<file path="config.mk">
export PLATFORM = sky130hd
export DESIGN_NAME = lphm_hash
export DESIGN_NICKNAME = d
export VERILOG_FILES = /design/src/hdl/lphm_pkg.sv /design/src/hdl/lphm_hash.sv
export SDC_FILE = /design/constraint.sdc
export NUM_CORES = 1
export LEC_CHECK = 0
export BUFFER_PORTS_ARGS = -buffer_cell sky130_fd_sc_hd__buf_4
export CAP_MARGIN = 0
export CORE_ASPECT_RATIO = 1.25
export CORE_UTILIZATION = 46
export DETAILED_ROUTE_END_ITERATION = 6
export PLACE_DENSITY_LB_ADDON = 0.08
export SYNTH_ARGS = -nofsm -noshare
export SYNTH_HDL_FRONTEND = slang
export SYNTH_SLANG_ARGS = --single-unit
</file>
<file path="constraint.sdc">
create_clock -name clk -period 12.7 [get_ports clk]
set_clock_uncertainty 0.15 [all_clocks]
set_input_delay 0 -clock clk [delete_from_list [all_inputs] [get_ports clk]]
set_output_delay 0 -clock clk [all_outputs]
set_load 0.005 [all_outputs]
</file>
<file path="src/hdl/lphm_pkg.sv">
`default_nettype none
package lphm_pkg;

  localparam int CAP_LOG2_W = 4;
  localparam int MODE_W     = 2;
  localparam int CFG_DATA_W = 4;
  localparam int BITS_W     = 5;
  localparam int STATUS_W   = 3;

  localparam logic [CAP_LOG2_W-1:0] CAP_LOG2_RESET = 4'd3;

  localparam logic [31:0] FIB_LO = 32'h7F4A7C15;
  localparam logic [31:0] FIB_HI = 32'h9E3779B9;

  typedef enum logic {
    OP_GET = 1'b0,
    OP_SET = 1'b1
  } op_t;

  typedef enum logic {
    CFG_CAP_LOG2    = 1'b0,
    CFG_UPDATE_MODE = 1'b1
  } cfg_index_t;

  typedef enum logic [MODE_W-1:0] {
    UPD_REPLACE = 2'd0,
    UPD_KEEP    = 2'd1,
    UPD_REFUSE  = 2'd2
  } update_mode_t;

  typedef enum logic [STATUS_W-1:0] {
    ST_HIT      = 3'd0,
    ST_ABSENT   = 3'd1,
    ST_INSERTED = 3'd2,
    ST_REPLACED = 3'd3,
    ST_KEPT     = 3'd4,
    ST_REFUSED  = 3'd5,
    ST_FULL     = 3'd6
  } status_t;

  typedef enum logic [2:0] {
    S_CLEAR,
    S_IDLE,
    S_HASH,
    S_HOME,
    S_LOOK,
    S_FINISH
  } state_t;

endpackage
`default_nettype wire

</file>
<file path="src/hdl/lphm_hash.sv">
`default_nettype none
module lphm_hash #(
  parameter int KEY_BITS = 16,
  parameter int LW       = 10
) (
  input  wire logic                        clk,
  input  wire logic [KEY_BITS-1:0]         key,
  input  wire logic [lphm_pkg::BITS_W-1:0] bits,
  output logic      [LW-1:0]               home
);
  import lphm_pkg::*;

  localparam int PW = KEY_BITS + 32;

  logic [PW-1:0] prod_lo;
  logic [31:0]   prod_hi;
  logic [31:0]   top_word;
  logic [5:0]    shamt;

  // partial products of key with the two 32-bit halves of the 64-bit golden-ratio constant
  always_ff @(posedge clk) begin
    prod_lo <= PW'(key) * PW'(FIB_LO);
    prod_hi <= 32'(PW'(key) * PW'(FIB_HI));
  end

  always_comb begin
    top_word = prod_hi + 32'(prod_lo >> 32);
    shamt    = 6'd32 - 6'(bits);
    home     = LW'(top_word >> shamt);
  end

endmodule
`default_nettype wire

</file>
=== Word level (Yosys, flattened, before mapping) ===
Index checks and enable logic that the tools add are counted.
Widths: inputs -> output; s select.

* $lt $le $gt $ge: 0
* $add $sub $neg: 2
* Divide/modulo/power cells: 0
* Reductions and logical operators: 0
* Eq/ne operators: 0
* Shifts and indexed selects: 1
* Bitwise gates (word level): 0
* Mux-type cells: 0
* $mul: 2

{| class="wikitable"
|+ Operators by type and width
! kind !! number
|-
| $mul 16x31->47 const B || 1
|-
| $add 32x15->32 || 1
|-
| $mul 16x32->32 const B || 1
|-
| $shr 32x6->10 || 1
|-
| $sub 6x5->6 const A || 1
|}

* RAM bits: 0
* Logic and storage cells: 7
* Bits in read-only memories: 0
* Output and inout port bits: 10
* Memories: 0
* Bits in latches: 0
* Bits of input ports: 22
* Bits in registers: 79

=== Depth between registers and ports, before layout ===
Gate-level depths: netlist (run 1).

* Word-level depth: 2
* Depth in mapped cells: 22
* Mapped depth without buffers: 22

=== Worst setup path before layout (run 1) ===
Ideal clock, no wire load.

* Kind: in2reg
* Start point: in key[13]
* End point: reg prod_lo[45]
* Cell stages on the path: 20
* Setup slack: 6.695 ns
* Setup time: 0.123 ns
* Buffers on the path: 0
* Arrival time: 5.731 ns
* Required time: 12.427 ns
* Cells stage by stage: fa_1 inv_1 fa_1 fa_1 inv_1 fa_1 fa_1 inv_1 fa_1 inv_1 ha_1 a21o_1 a31o_2 a221oi_1 a2bb2oi_1 a31oi_1 a41o_1 a211oi_1 o21bai_1 xor2_1

* Cells in the longest elaborated chain, start to end: 1

{| class="wikitable"
|+ Ends and longest elaborated chain
! element !! RTL line !! source
|-
| from (decl) || lphm_hash.sv:7 || <nowiki>input wire logic [KEY_BITS-1:0] key,</nowiki>
|-
| $mul 16x31->47 || lphm_hash.sv:22 || <nowiki>prod_lo <= PW'(key) * PW'(FIB_LO);</nowiki>
|-
| to (signal assigned) || lphm_hash.sv:22 ||
|-
| to (decl) || lphm_hash.sv:15 || <nowiki>logic [PW-1:0] prod_lo;</nowiki>
|}

No other way between the ends.

=== Worst setup path after layout (run 1) ===
* Start point: in key[1]
* End point: reg prod_lo[45]

Same word-level chain as after synthesis.

==> reports/qor.txt, run 1 <==
core area: 38,000 um^2
CTS tree: yes
H-Tree Level Count: 2
drt first pass iters: 7
Routed WL: 56,200 um
number of synthesized flops with an enable pin: 0
number of I/O pins: 32
remaining antenna violation count: 0
Most used DFF post-synth: dfxtp_1
final hold violations: 0
row count: 80
Clock Sinks: 47
Yosys cell types: 87
hold buffer count at cts: 3
pre-CTS WS: 5.90 ns
post-synthesis sequential area ratio: 0.0531
Wirelength per Cell: 23.3 um
postcts setup bufs: 0
CTS max path bufs: 2
PnR worst setup slack: 5.62 ns
cell area after synthesis: 17,700 um^2
CP bufs+invs: 4
Hold Crit Class: in2reg
Critical Path AT: 7.11 ns
Layout area overhead: 5.08%
CP Launch Type: input port
final hold slack: 0.184 ns
status: complete, no violations
largest net degree at the start of global routing: 54
RSZ-0062 raised after global routing: no
WS Path Type: in2reg
cell mode on critical path: fa_1
Synth warnings: 0
vias in the first global route: 14,259
initial core utilization: 0.466
Final setup viols: 0
Layout Nets: 2,527
Tightest Pin Transition: 0.909 ns
crit-path cells: dlygate4sd3_1 > buf_4 > fa_1 > inv_1 > fa_1 > fa_1 > inv_1 > fa_1 > fa_1 > fa_1 > ha_1 > a21o_1 > a221oi_1 > o21ai_0 > a2bb2oi_1 > a31oi_1 > a41o_1 > a211oi_1 > o21bai_1 > xor2_1
initial detailed-routing violation count: 739
Diodes inserted: 0
antenna violations before repair: 0
layout cells sized above 1: 0.0521
Final Critical Period: 7.08 ns
final total negative setup slack: 0 ns
Post-synth ARST share: 0
die span in x: 178 um
Die Y: 221 um
post_cts resized: 0
Placer Congestion: 0.974
Final Cycle Share: 0.558
Finished Core Util: 0.489
clock buffer count from CTS: 5
cell count after synthesis: 1,925
die area: 39,300 um^2
Max Clk Rate: 141 MHz
Crit path max-delay family: adder cells
crit-path max FO: 11
CP Capture Type: register
first-pass GRT wire length: 85,900 um
max cap viols: 0
largest stage delay on the critical path: 0.98 ns
CP required: 12.73 ns
clock-pin slew on the worst setup and hold paths: 0.07 ns
Syn Area/Cell: 9.20 um^2
Root Buffer: clkbuf_16
Slew headroom: 0.393
# port buffers: 31
via count: 13,661
GRT overflow: 0
FF+latch count, synth: 47
drt drc: 0
vias per cell: 5.66
GRT Util Overall: 0.296
post-synth net total: 2,532
Critical-path top delay cell: fa_1
fin. max-slew vios: 0
post-detail-place hpwl: 49,100 um
## final timing paths
check,depth (start not counted),endpoint,from,slack [ns]
max,20,prod_lo[45],key[1],5.62
min,2,prod_hi[0],key[0],0.18
## metrics by stage
step                      std cells  instance area [um^2]
after floorplan                1925                 17700
after global placement         2402                 18400
after detailed placement       2402                 18400
after CTS                      2413                 18600
after global routing           2413                 18600
final                          2413                 18600
## synth_stat cells (4+ instances only)
library cell,count,area [um^2]
or3_1,8,50.1
buf_2,11,55.1
a211oi_1,26,195
and3_1,20,125
buf_1,4,15.0
mux4_2,11,248
mux2_2,6,67.6
nand2b_1,7,43.8
a311oi_1,8,70.1
fa_1,304,6090
nor2b_1,7,43.8
and2_1,10,62.6
nor4_1,12,75.1
and4_1,4,35.0
a22oi_1,4,30.0
nor2_1,78,293
o31ai_1,5,37.5
o22ai_1,4,25.0
nand2_1,70,263
or2_2,8,50.1
a221oi_1,7,61.3
mux2i_1,15,150
o2111ai_1,5,43.8
xor2_1,20,175
inv_1,446,1670
o21a_1,17,128
a22o_1,4,35.0
clkbuf_1,41,154
ha_1,281,3520
dfxtp_1,47,941
o211a_1,11,110
nand3_1,43,215
o21bai_1,12,90.1
xnor2_1,49,429
a21o_1,37,278
nand4_1,24,150
o211ai_1,17,128
a31oi_1,22,138
a21oi_1,70,350
nor3_1,26,130
o21ai_0,43,215
a31o_2,5,43.8
a211o_1,9,78.8
## routing by layer
layer / share of wire / vias to the layer above / track usage
met5: 0 / - / 0
met4: 0.064 / 0 / 0.165
met3: 0.026 / 137 / 0.0175
met2: 0.53 / 359 / 0.551
met1: 0.38 / 6769 / 0.332
li1: - / 6396 / -
## state kept, by name (all words and copies together), names as in the netlist
signal   cells
prod_hi     32
prod_lo     15
## cell usage in the layout (no fill, tap or decap), types with 9 or more instances in the layout
master and n:
a211o_1 9, a211oi_1 26, a21o_1 37, a21oi_1 70, a31oi_1 22, and2_1 10, and3_1 20, buf_4 43
dfxtp_1 47, fa_1 304, ha_1 281, inv_1 446, mux2i_1 15, mux4_2 11, nand2_1 70, nand3_1 43
nand4_1 24, nor2_1 78, nor3_1 26, nor4_1 12, o211a_1 11, o211ai_1 17, o21a_1 17, o21ai_0 43
o21bai_1 12, xnor2_1 49, xor2_1 20
## kinds of logic after synthesis
group,Yosys count,synth area share
muxes,32,0.0263
buffers and inverters,505,0.108
DFF,47,0.0531
xor gates and xnor gates,69,0.0341
adders and majority gates,585,0.542
AOI/OAI and AO/OA,352,0.141
and+or+nand+nor,335,0.0956
## area by class of cell
| cell class | count | area, um^2 |
|---|---|---|
| timing repair buffer | 46 | 353 |
| fill | 3676 | 19400 |
| clock buffer | 5 | 125 |
| clock inverter | 3 | 46.3 |
| tap | 492 | 616 |
| inverter | 447 | 1680 |
| sequential | 47 | 941 |
| multi-input combinational | 1373 | 14900 |
Power of run 1 is left out: the tool's default activity adds up to more than one toggle a clock period on the data nets, which glitch-free logic cannot reach.
==> inputs of run 2 (changes only) <==
--- a/config.mk
+++ b/config.mk
@@ -5,6 +5,7 @@
 export SDC_FILE = /design/constraint.sdc
 export NUM_CORES = 1
 export LEC_CHECK = 0
+export ABC_AREA = 1
 export BUFFER_PORTS_ARGS = -buffer_cell sky130_fd_sc_hd__buf_4
 export CAP_MARGIN = 0
 export CORE_ASPECT_RATIO = 1.25
==> constraint.sdc (replaced) <==
create_clock -name clk -period 5.7 [get_ports clk]
set_clock_uncertainty 0.15 [all_clocks]
set_input_delay 0 -clock clk [delete_from_list [all_inputs] [get_ports clk]]
set_output_delay 0 -clock clk [all_outputs]
set_load 0.005 [all_outputs]
==> reports/qor.txt, run 2 <==
Biggest register: prod_hi
# port buffers: 31
cell count after synthesis: 2,254
final hold violations: 0
cell area after synthesis: 17,800 um^2
first-pass GRT wire length: 90,100 um
H-Tree Level Count: 2
CTS max path bufs: 2
status: complete, no violations
Critical Path AT: 5.39 ns
number of I/O pins: 32
PnR worst setup slack: 0.349 ns
fin. max-slew vios: 0
antenna violations before repair: 0
Clock Sinks: 47
post-synthesis sequential area ratio: 0.0528
post-synth top area share: 0.342
Final Cycle Share: 0.939
GRT overflow: 0
Syn Area/Cell: 7.90 um^2
CP required: 5.73 ns
max reg flops: 32
layout cells sized above 1: 0.0495
via count: 14,839
Most used DFF post-synth: dfxtp_1
die area: 39,500 um^2
Max Clk Rate: 187 MHz
Synth warnings: 0
number of synthesized flops with an enable pin: 0
CP Launch Type: input port
Post-synth ARST share: 0
RSZ-0062 raised after global routing: no
fill cell count: 3,856
core area: 38,100 um^2
area leader, netlist: fa_1
count leader, synth: inv_1
GRT Util Overall: 0.310
FF+latch count, synth: 47
Wirelength per Cell: 21.1 um
Layout area overhead: 7.23%
Root Buffer: clkbuf_16
vias per cell: 5.27
row count: 80
Final Critical Period: 5.35 ns
drt first pass iters: 5
Slew headroom: 0.363
initial core utilization: 0.467
max cap viols: 0
top post-synthesis cells by area: fa_1, ha_1, inv_1, nand2_1, nand3_1
pre-CTS WS: -0.0229 ns
Die Y: 222 um
post-detail-place hpwl: 53,300 um
Yosys cell types: 45
Post-synth top cells: inv_1, nand2_1, fa_1, ha_1, nand3_1
crit-path max FO: 5
post-synth net total: 2,861
CP Capture Type: register
clock buffer count from CTS: 5
CTS tree: yes
Routed WL: 59,300 um
Final setup viols: 0
drt drc: 0
remaining antenna violation count: 0
postcts setup bufs: 0
most frequent cells in the layout: inv_1, nand2_1, fa_1
WS Path Type: in2reg
clock-pin slew on the worst setup and hold paths: 0.08 ns
Hold Crit Class: in2reg
top flop regs: prod_hi (32), prod_lo (15)
largest net degree at the start of global routing: 40
die span in x: 178 um
Tightest Pin Transition: 0.954 ns
commonest non-fill, non-tap cell in the layout: inv_1
Layout Nets: 2,929
Diodes inserted: 0
Placer Congestion: 0.992
initial detailed-routing violation count: 704
vias in the first global route: 15,848
## run 2: changes by cell type after synthesis, sizes merged, moves of 25 or more
| cell | previous run | this run |
|---|---|---|
| a211oi | 27 | 2 |
| a21o | 38 | 3 |
| a21oi | 72 | 101 |
| clkbuf | 42 | 10 |
| inv | 447 | 566 |
| nand2 | 70 | 391 |
| nand3 | 43 | 205 |
| nor2 | 79 | 117 |
| xnor2 | 49 | 22 |
## run 2: metal layers
metal / track usage / wire length [um]
met2: 0.584 / 31900
met3: 0.0240 / 1920
met5: 0 / 0
met4: 0.158 / 3340
met1: 0.342 / 22100
## run 2: final timing paths
check	startpoint	to	slack, ns	cells after the start
setup / recovery	key[5]	prod_hi[30]	0.35	22
hold / removal	key[3]	prod_hi[3]	0.08	3
## run 2: worst max-delay path, stage by stage
cell and delay (ns):
buf_4 0.15, buf_4 0.17, inv_1 0.06, ha_1 0.37, inv_1 0.23, fa_1 0.51
fa_1 0.53, fa_1 0.57, inv_1 0.05, fa_1 0.47, inv_1 0.05, fa_1 0.43
ha_1 0.36, a21oi_1 0.22, o21ai_0 0.17, a21oi_1 0.17, o21ai_0 0.16, a21oi_1 0.29
inv_1 0.10, nand3_1 0.08, o211ai_1 0.09, xor2_1 0.15
## run 2: repair_timing
item / in CTS / in global routing
hold buffers: 2 / 0
setup endpoints to repair: 0 / 1
endpoints found under the hold margin: 2 / 0
gates resized for setup: 0 / 1
## run 2: cell families (layout without fill, tap and decap cells)
group,after synthesis,after routing,share of synthesized area
DFF,47,47,0.0528
xor gates and xnor gates,66,66,0.0325
buffers and inverters,590,659,0.127
and+or+nand+nor,767,767,0.187
adders and majority gates,585,585,0.539
AOI/OAI and AO/OA,199,199,0.0617
## run 2: stage by stage
stage | setup TNS [ns] | std cells | hold slack, ns | area (um^2) | util
after floorplan | 0 | 2254 | -0.122 | 17800 | -
after global placement | 0 | 2805 | 0.219 | 18900 | 0.496
after detailed placement | -0.0229 | 2805 | 0.218 | 18900 | 0.496
after CTS | 0 | 2815 | 0.0887 | 19100 | 0.500
after global routing | 0 | 2815 | 0.0897 | 19100 | 0.501
final | 0 | 2815 | 0.0776 | 19100 | 0.501
## run 2: layout make-up
cell class	instances	area (um^2)	area share
clock buffer	5	125	0.00655
clock inverter	3	28.8	0.00151
inverter	566	2120	0.111
multi-input combinational	1617	14600	0.765
sequential	47	941	0.0493
tap	492	616	0.0322
timing repair buffer	85	643	0.0337
Power of run 2 is left out for the same reason.
